==> src/rtl/core/rdc_pkg.sv <==
`default_nettype none

package rdc_pkg;

  // Widths of the configuration port and of the stored register fields.
  localparam int ADDR_W = 3;
  localparam int DATA_W = 32;
  localparam int CFG_W  = 5;

  // Default sizes of the integer and fraction parts.
  localparam int INT_BITS_DEF  = 31;
  localparam int FRAC_BITS_DEF = 32;

  // Register indexes, taken from the word address bit of paddr.
  localparam logic REG_BASE = 1'b0;
  localparam logic REG_FRAC = 1'b1;

  localparam logic [CFG_W-1:0] BASE_RESET = 5'd10;
  localparam logic [CFG_W-1:0] FRAC_RESET = 5'd6;
  localparam logic [CFG_W-1:0] BASE_MIN   = 5'd2;
  localparam logic [CFG_W-1:0] BASE_MAX   = 5'd16;
  localparam logic [CFG_W-1:0] FRAC_MAX   = 5'd30;

  // ASCII codes used on the character output.
  localparam logic [6:0] CH_ZERO  = 7'h30;
  localparam logic [6:0] CH_UPPER = 7'h41;
  localparam logic [6:0] CH_LOWER = 7'h61;
  localparam logic [6:0] CH_DOT   = 7'h2E;
  localparam logic [6:0] CH_PLUS  = 7'h2B;
  localparam logic [6:0] CH_MINUS = 7'h2D;
  localparam logic [6:0] CH_SPACE = 7'h20;

  // Stored configuration, as seen by the datapath.
  typedef struct packed {
    logic [CFG_W-1:0] base;
    logic [CFG_W-1:0] frac_digits;
  } cfg_t;

  // Status of the shared divider towards the sequencer.
  typedef struct packed {
    logic       done;
    logic [3:0] rem;
  } div_res_t;

  function automatic logic [CFG_W-1:0] eff_base(input logic [CFG_W-1:0] b);
    logic [CFG_W-1:0] r;
    r = b;
    if (b < BASE_MIN) begin
      r = BASE_MIN;
    end else if (b > BASE_MAX) begin
      r = BASE_MAX;
    end
    return r;
  endfunction

  function automatic logic [CFG_W-1:0] eff_limit(input logic [CFG_W-1:0] f);
    return (f > FRAC_MAX) ? FRAC_MAX : f;
  endfunction

  function automatic logic [6:0] digit_char(input logic [3:0] d, input logic upper);
    logic [6:0] r;
    if (d > 4'd9) begin
      r = (upper ? CH_UPPER : CH_LOWER) + {3'b000, d} - 7'd10;
    end else begin
      r = CH_ZERO + {3'b000, d};
    end
    return r;
  endfunction

endpackage

`default_nettype wire

==> src/rtl/core/rdc_cfg_regs.sv <==
`default_nettype none

// Configuration registers behind a simple APB slave. Only the word address
// bit selects the register; the byte offset bits are ignored.
module rdc_cfg_regs (
  input  wire logic                       clk_i,
  input  wire logic                       rst_ni,
  input  wire logic                       psel,
  input  wire logic                       penable,
  input  wire logic                       pwrite,
  input  wire logic [rdc_pkg::ADDR_W-1:0] paddr,
  input  wire logic [rdc_pkg::DATA_W-1:0] pwdata,
  output logic      [rdc_pkg::DATA_W-1:0] prdata,
  output logic                            pready,
  output rdc_pkg::cfg_t                   cfg_o
);

  logic [rdc_pkg::CFG_W-1:0] base_q;
  logic [rdc_pkg::CFG_W-1:0] frac_q;
  logic                      wr_en;

  assign pready = 1'b1;
  assign wr_en  = psel & penable & pwrite & pready;

  always_ff @(posedge clk_i or negedge rst_ni) begin
    if (!rst_ni) begin
      base_q <= rdc_pkg::BASE_RESET;
      frac_q <= rdc_pkg::FRAC_RESET;
    end else if (wr_en) begin
      unique case (paddr[2])
        rdc_pkg::REG_BASE: base_q <= pwdata[rdc_pkg::CFG_W-1:0];
        rdc_pkg::REG_FRAC: frac_q <= pwdata[rdc_pkg::CFG_W-1:0];
        default: ;
      endcase
    end
  end

  always_comb begin
    unique case (paddr[2])
      rdc_pkg::REG_BASE: prdata = rdc_pkg::DATA_W'(base_q);
      rdc_pkg::REG_FRAC: prdata = rdc_pkg::DATA_W'(frac_q);
      default:           prdata = '0;
    endcase
  end

  assign cfg_o.base        = base_q;
  assign cfg_o.frac_digits = frac_q;

endmodule

`default_nettype wire

==> src/rtl/core/rdc_divider.sv <==
`default_nettype none

// Restoring divider, one quotient bit per cycle. The dividend register is
// shifted left and refilled with quotient bits, so it ends up holding the
// quotient. The remainder is always below the base and fits in four bits.
module rdc_divider #(
  parameter int INT_BITS = rdc_pkg::INT_BITS_DEF
) (
  input  wire logic                      clk_i,
  input  wire logic                      rst_ni,
  input  wire logic                      start_i,
  input  wire logic [INT_BITS-1:0]       dividend_i,
  input  wire logic [rdc_pkg::CFG_W-1:0] base_i,
  output logic      [INT_BITS-1:0]       quotient_o,
  output rdc_pkg::div_res_t              res_o
);

  localparam int CW = $clog2(INT_BITS);
  localparam logic [CW-1:0] LAST_STEP = CW'(INT_BITS - 1);

  logic                run_q;
  logic                done_q;
  logic [CW-1:0]       cnt_q;
  logic [INT_BITS-1:0] dq_q;
  logic [3:0]          rem_q;
  logic [4:0]          trial;
  logic                ge;

  assign trial = {rem_q, dq_q[INT_BITS-1]};
  assign ge    = (trial >= base_i);

  always_ff @(posedge clk_i or negedge rst_ni) begin
    if (!rst_ni) begin
      run_q  <= 1'b0;
      done_q <= 1'b0;
      cnt_q  <= '0;
    end else begin
      done_q <= 1'b0;
      if (start_i) begin
        run_q <= 1'b1;
        cnt_q <= '0;
      end else if (run_q) begin
        cnt_q <= cnt_q + CW'(1);
        if (cnt_q == LAST_STEP) begin
          run_q  <= 1'b0;
          done_q <= 1'b1;
        end
      end
    end
  end

  always_ff @(posedge clk_i) begin
    if (start_i) begin
      dq_q  <= dividend_i;
      rem_q <= '0;
    end else if (run_q) begin
      dq_q  <= {dq_q[INT_BITS-2:0], ge};
      rem_q <= ge ? 4'(trial - base_i) : trial[3:0];
    end
  end

  assign quotient_o = dq_q;
  assign res_o.done = done_q;
  assign res_o.rem  = rem_q;

endmodule

`default_nettype wire

==> src/rtl/core/radix_digit_converter.sv <==
`default_nettype none

// Radix digit converter: one signed fixed-point number in, a string of ASCII
// characters out (sign, space, integer digits, dot, fraction digits).
//
//   Channel   Direction  Handshake                    Payload
//   --------  ---------  ---------------------------  --------------------------------
//   number    in         start, busy                  negative_i, integer_part_i,
//                                                     fraction_part_i
//   chars     out        result_strobe_o (one cycle)  character_o, last_o
//   config    in         APB psel/penable/pwrite      paddr, pwdata, prdata
//
// A transaction on the number channel completes at a clock edge where start is
// high and busy is low. The integer part is taken apart by a shared restoring
// divider that yields one quotient bit a cycle, one division per integer digit.
// Busy stays high from acceptance until the final character has been emitted;
// characters leave at one per cycle once the divisions are done.
// Reset is asynchronous and active low; it restores base 10 and six fraction
// digits. The receiver cannot stall: every strobed character is taken.
module radix_digit_converter #(
  parameter int INT_BITS  = rdc_pkg::INT_BITS_DEF,
  parameter int FRAC_BITS = rdc_pkg::FRAC_BITS_DEF
) (
  input  wire logic                       clk_i,
  input  wire logic                       rst_ni,
  // number channel
  input  wire logic                       start,
  output logic                            busy,
  input  wire logic                       negative_i,
  input  wire logic [30:0]                integer_part_i,
  input  wire logic [31:0]                fraction_part_i,
  // character channel
  output logic                            result_strobe_o,
  output logic      [6:0]                 character_o,
  output logic                            last_o,
  // configuration port
  input  wire logic                       psel,
  input  wire logic                       penable,
  input  wire logic                       pwrite,
  input  wire logic [rdc_pkg::ADDR_W-1:0] paddr,
  input  wire logic [rdc_pkg::DATA_W-1:0] pwdata,
  output logic      [rdc_pkg::DATA_W-1:0] prdata,
  output logic                            pready
);

  localparam int CNT_W = $clog2(INT_BITS + 1);
  localparam int IDX_W = $clog2(INT_BITS);
  localparam int PROD_W = FRAC_BITS + 4;

  // Sequencer states.
  localparam logic [2:0] S_IDLE  = 3'd0;
  localparam logic [2:0] S_DIV   = 3'd1;
  localparam logic [2:0] S_SIGN  = 3'd2;
  localparam logic [2:0] S_SPACE = 3'd3;
  localparam logic [2:0] S_INT   = 3'd4;
  localparam logic [2:0] S_DOT   = 3'd5;
  localparam logic [2:0] S_FRAC  = 3'd6;

  rdc_pkg::cfg_t             cfg;
  rdc_pkg::div_res_t         div_res;
  logic [rdc_pkg::CFG_W-1:0] eb;
  logic [rdc_pkg::CFG_W-1:0] lim;

  logic [2:0]           state_q, state_d;
  logic [CNT_W-1:0]     nd_q, nd_d;
  logic [4:0]           fcnt_q, fcnt_d;
  logic                 first_q, first_d;
  logic                 sign_q, sign_d;
  logic [FRAC_BITS-1:0] fr_q, fr_d;
  logic [3:0]           digs_q [INT_BITS];

  logic                 strobe_q;
  logic [6:0]           char_q;
  logic                 last_q;

  logic                 accept;
  logic                 emit;
  logic [6:0]           emit_char;
  logic                 emit_last;
  logic                 div_start;
  logic                 push;
  logic [INT_BITS-1:0]  div_dividend;
  logic [INT_BITS-1:0]  div_quot;
  logic [IDX_W-1:0]     pop_idx;
  logic [IDX_W-1:0]     push_idx;
  logic [PROD_W-1:0]    prod;
  logic                 frac_zero;

  rdc_cfg_regs u_regs (
    .clk_i   (clk_i),
    .rst_ni  (rst_ni),
    .psel    (psel),
    .penable (penable),
    .pwrite  (pwrite),
    .paddr   (paddr),
    .pwdata  (pwdata),
    .prdata  (prdata),
    .pready  (pready),
    .cfg_o   (cfg)
  );

  // Out-of-range settings are saturated here rather than at write time, so a
  // read returns the low CFG_W bits exactly as written.
  assign eb  = rdc_pkg::eff_base(cfg.base);
  assign lim = rdc_pkg::eff_limit(cfg.frac_digits);

  // The divider is restarted on its own quotient until that reaches zero.
  assign div_dividend = (state_q == S_IDLE) ? integer_part_i[INT_BITS-1:0] : div_quot;

  rdc_divider #(
    .INT_BITS (INT_BITS)
  ) u_div (
    .clk_i      (clk_i),
    .rst_ni     (rst_ni),
    .start_i    (div_start),
    .dividend_i (div_dividend),
    .base_i     (eb),
    .quotient_o (div_quot),
    .res_o      (div_res)
  );

  assign busy     = (state_q != S_IDLE);
  assign accept   = start & ~busy;
  assign pop_idx  = IDX_W'(nd_q - CNT_W'(1));
  assign push_idx = IDX_W'(nd_q);

  // One fraction digit per cycle: the integer part of fraction times base is
  // the digit and the low FRAC_BITS bits carry on as the new fraction.
  assign prod      = PROD_W'(fr_q) * PROD_W'(eb);
  assign frac_zero = (prod[FRAC_BITS-1:0] == '0);

  always_comb begin
    state_d   = state_q;
    nd_d      = nd_q;
    fcnt_d    = fcnt_q;
    first_d   = first_q;
    sign_d    = sign_q;
    fr_d      = fr_q;
    emit      = 1'b0;
    emit_char = '0;
    emit_last = 1'b0;
    div_start = 1'b0;
    push      = 1'b0;
    unique case (state_q)
      S_IDLE: begin
        if (accept) begin
          sign_d    = negative_i;
          fr_d      = fraction_part_i[FRAC_BITS-1:0];
          nd_d      = '0;
          fcnt_d    = '0;
          first_d   = 1'b1;
          div_start = 1'b1;
          state_d   = S_DIV;
        end
      end
      S_DIV: begin
        // Digits are produced least significant first and stacked, so that
        // they can be popped most significant first.
        if (div_res.done) begin
          push = 1'b1;
          nd_d = nd_q + CNT_W'(1);
          if (div_quot != '0) begin
            div_start = 1'b1;
          end else begin
            state_d = S_SIGN;
          end
        end
      end
      S_SIGN: begin
        emit      = 1'b1;
        emit_char = sign_q ? rdc_pkg::CH_MINUS : rdc_pkg::CH_PLUS;
        state_d   = S_SPACE;
      end
      S_SPACE: begin
        emit      = 1'b1;
        emit_char = rdc_pkg::CH_SPACE;
        state_d   = S_INT;
      end
      S_INT: begin
        // Only the leading digit uses upper case letters.
        emit      = 1'b1;
        emit_char = rdc_pkg::digit_char(digs_q[pop_idx], first_q);
        first_d   = 1'b0;
        nd_d      = nd_q - CNT_W'(1);
        if (nd_q == CNT_W'(1)) begin
          state_d = S_DOT;
        end
      end
      S_DOT: begin
        // With nothing to print after it, the dot ends the number.
        emit      = 1'b1;
        emit_char = rdc_pkg::CH_DOT;
        emit_last = (fr_q == '0) || (lim == '0);
        state_d   = emit_last ? S_IDLE : S_FRAC;
      end
      S_FRAC: begin
        emit      = 1'b1;
        emit_char = rdc_pkg::digit_char(prod[FRAC_BITS+3:FRAC_BITS], 1'b0);
        fr_d      = prod[FRAC_BITS-1:0];
        fcnt_d    = fcnt_q + 5'd1;
        emit_last = frac_zero || ((fcnt_q + 5'd1) == lim);
        if (emit_last) begin
          state_d = S_IDLE;
        end
      end
      default: begin
        state_d = S_IDLE;
      end
    endcase
  end

  always_ff @(posedge clk_i or negedge rst_ni) begin
    if (!rst_ni) begin
      state_q  <= S_IDLE;
      nd_q     <= '0;
      fcnt_q   <= '0;
      first_q  <= 1'b0;
      strobe_q <= 1'b0;
    end else begin
      state_q  <= state_d;
      nd_q     <= nd_d;
      fcnt_q   <= fcnt_d;
      first_q  <= first_d;
      strobe_q <= emit;
    end
  end

  always_ff @(posedge clk_i) begin
    sign_q <= sign_d;
    fr_q   <= fr_d;
    if (emit) begin
      char_q <= emit_char;
      last_q <= emit_last;
    end
    if (push) begin
      digs_q[push_idx] <= div_res.rem;
    end
  end

  assign result_strobe_o = strobe_q;
  assign character_o     = char_q;
  assign last_o          = last_q;

`ifndef SYNTH
  // The final character of a number leaves the sequencer idle.
  a_last_ends: assert property (@(posedge clk_i) disable iff (!rst_ni)
    (strobe_q && last_q) |-> (state_q == S_IDLE))
    else $error("final character strobed while sequencer still active");

  // Characters only come from a number that is being worked on.
  a_strobe_busy: assert property (@(posedge clk_i) disable iff (!rst_ni)
    strobe_q |-> $past(busy))
    else $error("character strobed without a number in progress");

  // An accepted number never produces a character in the next cycle.
  a_accept_quiet: assert property (@(posedge clk_i) disable iff (!rst_ni)
    accept |=> !strobe_q)
    else $error("character strobed straight after accepting a number");

  // The divider only finishes while the sequencer waits for it.
  a_div_state: assert property (@(posedge clk_i) disable iff (!rst_ni)
    div_res.done |-> (state_q == S_DIV))
    else $error("divider finished outside the division phase");
`endif

endmodule

`default_nettype wire

==> config.mk <==
export PLATFORM = sky130hd
export DESIGN_NAME = radix_digit_converter
export DESIGN_NICKNAME = d
export VERILOG_FILES = /design/src/rtl/core/rdc_pkg.sv /design/src/rtl/core/rdc_cfg_regs.sv /design/src/rtl/core/rdc_divider.sv /design/src/rtl/core/radix_digit_converter.sv
export SDC_FILE = /design/constraint.sdc
export NUM_CORES = 1
export LEC_CHECK = 0
export BUFFER_PORTS_ARGS = -buffer_cell sky130_fd_sc_hd__clkbuf_2
export CORE_MARGIN = 1.5
export CORE_UTILIZATION = 51
export CTS_CLUSTER_DIAMETER = 120
export CTS_CLUSTER_SIZE = 30
export DETAILED_ROUTE_END_ITERATION = 6
export PLACE_DENSITY = 0.67
export SLEW_MARGIN = 20
export SYNTH_ARGS = -nofsm -noshare
export SYNTH_HDL_FRONTEND = slang
export SYNTH_HIERARCHICAL = 1
export SYNTH_SLANG_ARGS = --single-unit
==> constraint.sdc <==
create_clock -name clk_i -period 8.3 [get_ports clk_i]
set_input_delay 0.83 -clock clk_i [delete_from_list [all_inputs] [get_ports clk_i]]
set_output_delay 0.83 -clock clk_i [all_outputs]
set_load 0.02 [all_outputs]
# == After elaboration in Yosys (flattened, before gate mapping) ==
# Memory sizes are Yosys's and may differ from the RTL's.
# Index checks and enable logic that the tools add are counted.
# word_totals
ff_bits,108
latch_bits,0
ram_bits,124
romBits,0
out_inout_bits,43
n_memories,1
# mem_list
name,words,width,read_ports,rd_ports_with_merged_regs,wr,line_no,text
digs_q,31,4,1,0,1,radix_digit_converter.sv:70,logic [3:0] digs_q [INT_BITS];
# classes
add_sub_neg,11
n_mul,1
div,0
n_lt_le_gt_ge,6
eq_ne,15
shift,0
mux,46
bitwise,5
n_reduce_logical,21
# ops
op,count
case mux 32 bit (2 select lines),2
two-way mux 31 bit,3
logical NOT 32 bit,2
multiplier 32 x 5 -> 36 bit,1
two-way mux 5 bit,7
case mux 7 bit (5 select lines),1
two-way mux 32 bit,1
nonzero test 31 bit,1
two-way mux 3 bit,7
case mux 3 bit (7 select lines),1
adder 5 x 1 -> 5 bit (second input constant),3
two-way mux 1 bit,15
case mux 5 bit (3 select lines),1
adder 6 x 4 -> 7 bit (first input constant),2
two-way mux 7 bit,2
subtractor 7 x 4 -> 7 bit (second input constant),2
AND reduction 2 bit,6
greater-than comparator 5 bit (second input constant),2
case mux 5 bit (2 select lines),1
equality test 3 bit (second input constant),3
greater-than comparator 4 bit (second input constant),2
inequality test 2 bit (second input constant),4
adder 6 x 5 -> 7 bit (first input constant),1
adder 7 x 4 -> 7 bit,1
23 further kinds,34

# == Longest topological paths before layout ==
# logic_depth
ltp_word,8
ltp_mapped,26

# == Modules after synthesis ==
# Netlist, hierarchy kept.
# by_module_without_submodules
module,n_inst,cells_each,area_per_inst_um2,seq_area_each_um2
radix_digit_converter,1,1299,13746.9,5330.1
rdc_divider,1,145,2054.5,1186.1
rdc_cfg_regs,1,58,689.4,255.2

# == Worst setup path after synthesis ==
# No wires, ideal clock.
# synth_timing
path_type,register to register
start,register u_regs/base_q[4] in the netlist's numbering
end,"register char_q[5], in the netlist character_o[5] (data pin)"
t_arrival_ns,5.959
required_time_ns,8.044
setup_slack_ns,2.086
stages_incl_launch_ff,27
path_buffers,3
synth_period_minus_slack_ns,6.214
cell_sequence,dfrtp_1 clkbuf_1 nor2b_1 clkbuf_1 nand2_1 fa_1 inv_1 fa_1 inv_1 fa_1 inv_1 ha_1 clkbuf_1 a21o_1 o21a_1 a311o_1 nor3_1 a211o_1 nand2_1 nand3_1 nand4_1 ha_1 nor2_1 inv_1 a2111oi_2 o22ai_1 a31o_2
# synth_between
elab_chain_len,8
elab_cells_between_ends,11
# synth_lines
item,line_no,text
start: declaration,rdc_cfg_regs.sv:18,logic [rdc_pkg::CFG_W-1:0] base_q;
start signal: assignment,rdc_cfg_regs.sv:27,base_q <= rdc_pkg::BASE_RESET;
start signal: assignment,rdc_cfg_regs.sv:31,rdc_pkg::REG_BASE: base_q <= pwdata[rdc_pkg::CFG_W-1:0];
greater-than comparator 5 bit,rdc_pkg.sv:50,end else if (b > BASE_MAX) begin
two-way mux 5 bit,rdc_pkg.sv:50,
two-way mux 5 bit *,rdc_pkg.sv:48,if (b < BASE_MIN) begin
net eb (one bit),radix_digit_converter.sv:61,logic [rdc_pkg::CFG_W-1:0] eb;
multiplier 32 x 5 -> 36 bit *,radix_digit_converter.sv:129,assign prod = PROD_W'(fr_q) * PROD_W'(eb);
adder 6 x 5 -> 7 bit,rdc_pkg.sv:63,"r = (upper ? CH_UPPER : CH_LOWER) + {3'b000, d} - 7'd10;"
subtractor 7 x 4 -> 7 bit,rdc_pkg.sv:63,
two-way mux 7 bit *,rdc_pkg.sv:62,if (d > 4'd9) begin
case mux 7 bit (5 select lines) *,radix_digit_converter.sv:144,unique case (state_q)
net emit_char[5],radix_digit_converter.sv:78,logic [6:0] emit_char;
end signal: assignment,radix_digit_converter.sv:232,char_q <= emit_char;
end: declaration,radix_digit_converter.sv:73,logic [6:0] char_q;
# Mark *: on every way through the listed nets, which the timed path passes. The rest lies on a longest branch.
# A chain may end at the register's enable or synchronous reset.

# == Worst setup path after layout ==
# layout_timing
start,register u_regs/base_q[2] in the netlist's numbering
end,"register char_q[5], in the netlist character_o[5] (data pin)"
# layout_between
elab_chain_len,8
elab_cells_between_ends,11
# layout_lines
item,line_no
greater-than comparator 5 bit,rdc_pkg.sv:50
two-way mux 5 bit,rdc_pkg.sv:50
two-way mux 5 bit *,rdc_pkg.sv:48
multiplier 32 x 5 -> 36 bit *,radix_digit_converter.sv:129
adder 6 x 5 -> 7 bit,rdc_pkg.sv:63
subtractor 7 x 4 -> 7 bit,rdc_pkg.sv:63
two-way mux 7 bit *,rdc_pkg.sv:62
case mux 7 bit (5 select lines) *,radix_digit_converter.sv:144
net emit_char[5],radix_digit_converter.sv:78
# Marks and branches as above.

==> results.cfg <==
[status]
status = finished clean

[global_routing]
grt_max_degree = 61
grt_antenna_before_repair = 2
grt_pass1_wl_mm = 59.4
grt.total_usage = 0.224
grt_pass1_vias = 11100
grt.overflow.total = 0

[clock_tree]
clkSinkCount = 232
cts_max_path_buffers = 3
cts_resized = 0
cts_hold_buffers = 0
clk_pin_slew_worst_paths_ns = 0.12
clockRootBuffer = clkbuf_16
clock_latency_ns = 0.50
htree_num_levels = 1
cts_tree = done
postCtsSetupRepairBufs = 0
numCtsBuffers = 12

[place]
io_buffers = 90
place_ws_ns = 1.35
place_congestion = 0.895
post-dp-hpwl_mm = 27.2
postPlaceCellArea_mm2 = 0.0172

[synth]
synth_cell_types = 84
ys_ff_latch = 232
syn_area_per_cell_um2 = 11.0
netlist_instances = 1502
ys.flop_type = edfxtp_1
syn_area_mm2 = 0.0165
yosysWarnings = 6
synth-edff-count = 196
synthArstFlopShare = 0.138
synth-seq-area-share = 0.411

[cells_and_area]
nFillCells = 2764
stdcell_area_mm2 = 0.0176
layout-drive-gt1-share = 0.178
area_growth_pct = 6.56
finalNetCount = 1809

[timing]
hold_ws_ns = 0.447
drv_slew = 0
finalWorstSetupSlack_ns = 1.28
fin_setup_tns_ns = 0
grt_setup_unrepaired = false
skew_ns = 0.0255
slew_headroom = 0.379
finalHoldViolCount = 0
tightestPinTransition_ns = 0.932
fin_crit_ns = 7.02
min_period_over_period = 0.845
finalSetupViolations = 0
fmax_mhz = 143

[power_and_ir_drop]
fin_total_pwr_mw = 4.67
ir_worst_vdd_mv = 0.158
p_leak_nw = 7.31
p_per_area_mw_per_mm2 = 266

[floorplanning]
die_area_mm2 = 0.0334
die_w_um = 183
rows = 65
ios = 148
core-area_mm2 = 0.0317
start_util = 0.520
die_y_um = 183

[min_path]
hold_class = in -> async

[worst_setup_path]
critPathArrivalTime_ns = 7.29
r2r_cells = 22
worstSetupPathType = reg -> reg
start_kind = flip-flop
crit_required_ns = 8.57
cp_max_fo = 24
endpoint_kind = flip-flop

[detailed_routing]
drt_first_iter_violations = 716
via_per_inst = 5.66
drc = 0
antenna_left = 0
routedWlPerCell_um = 18.7
wl_mm = 36.7
drtPass1Iterations = 5
via_count = 11108

[run]
timing.max_cap.violations = 0
[synthesized netlist by cell type (16+ instances only)]
cell      number  area [um2]
nand2_1      164         616
nor4_1        16         100
inv_1        156         586
and2_1       108         676
nor2_1        68         255
edfxtp_1     196        5890
nor3_1        18        90.1
clkbuf_1      51         191
dfrtp_1       28         701
nand4_1       19         119
nand3_1       25         125
xnor2_1       30         263
ha_1          61         763
mux2_2        78         878
xor2_1        18         158
o21ai_0       58         290
fa_1          90        1800
mux4_2        36         811
a21oi_1       52         260
buf_4         31         233
[flip-flops by register name, indices dropped and copies added (netlist names)]
| signal | cells |
|---|---|
| digs_q | 124 |
| fr_q | 32 |
| u_div/quotient_o | 31 |
| character_o | 7 |
| fcnt_q | 5 |
| nd_q | 5 |
| u_div/cnt_q | 5 |
| u_regs/base_q | 5 |
| u_regs/frac_q | 5 |
| u_div/rem_q | 4 |
| state_q | 3 |
| first_q | 1 |
| last_o | 1 |
| result_strobe_o | 1 |
| sign_q | 1 |
| u_div/done_q | 1 |
| u_div/run_q | 1 |
[per-layer routing]
layer,vias up,wire length [um],GRT usage
met5,-,13,0
met4,2,927,0.0613
met3,54,2310,0.0349
met2,308,17000,0.366
met1,5458,16400,0.314
li1,5286,-,-
[logic make-up after synthesis]
logic type	Yosys count	synth area share
fa+ha+maj	151	0.156
compound gates	216	0.0860
simple gates	476	0.146
flops	232	0.411
mux	127	0.110
other cells	2	0.000455
xor+xnor	48	0.0255
buf+inv	250	0.0651
[final cells by class]
class | instances | area (um2) | share of cell area
antenna | 1 | 2.50 | 0.000142
clock buffer | 16 | 337 | 0.0192
clock inverter | 4 | 45.0 | 0.00256
inverter | 156 | 586 | 0.0333
multi-input combinational | 1046 | 8760 | 0.499
sequential | 232 | 6780 | 0.386
tap | 402 | 503 | 0.0286
timing repair buffer | 105 | 563 | 0.0320
[cell usage in the layout (no fill, tap or decap), types with 17 or more instances in the layout]
cell,netlist,layout
o21ai_0,58,58
nand4_1,19,19
and2_1,108,108
fa_1,90,90
dfrtp_1,28,27
xor2_1,18,18
mux4_2,36,36
mux2_2,78,78
inv_1,156,156
nand2_1,164,164
nor2_1,68,67
ha_1,61,61
conb_1,2,28
clkbuf_2,0,90
edfxtp_1,196,196
nand3_1,25,25
xnor2_1,30,30
a21oi_1,52,52
nor3_1,18,17
[report_power, final]
group	total (mW)	internal, mW	switching [mW]
Sequential	1.65	1.49	0.152
Clock	0.696	0.302	0.393
Combinational	2.33	0.961	1.37
Total	4.67	2.76	1.91
[per-stage QoR]
step | utilization | std cells
final | 0.554 | 1962
after detailed placement | 0.542 | 1941
after global routing | 0.554 | 1961
after CTS | 0.554 | 1961
after global placement | 0.542 | 1941
after floorplan | - | 1528
[critical path, cell delays in order, from the launching register on]
cell and delay, ns:
dfrtp_1 0.42, nor2b_2 0.72, and2_1 0.24, fa_1 0.44
fa_1 0.54, inv_1 0.05, fa_1 0.52, inv_1 0.04
ha_1 0.43, o21ai_1 0.14, a21oi_1 0.42, nand4_1 0.27
a21oi_1 0.37, o21ai_0 0.19, a21oi_1 0.18, xnor2_1 0.32
inv_1 0.10, ha_1 0.20, nor2_1 0.10, inv_1 0.08
a2111oi_2 0.57, o22ai_1 0.18, a31o_2 0.23
[worst paths after layout]
path	endpoint	slack, ns	start
hold / removal	nd_q[1]$_DFFE_PN0P_	0.45	rst_ni
max in group asynchronous	nd_q[0]$_DFFE_PN0P_	7.23	rst_ni
setup reg to reg	character_o[5]$_DFFE_PP_	1.28	u_regs/base_q[2]$_DFFE_PN0P_
hold reg to reg	first_q$_DFFE_PN0P_	0.52	first_q$_DFFE_PN0P_
setup / recovery	character_o[5]$_DFFE_PP_	1.28	u_regs/base_q[2]$_DFFE_PN0P_
min in group clk_i	sign_q$_DFFE_PP_	0.52	negative_i
(Power assumes the default switching activity.)
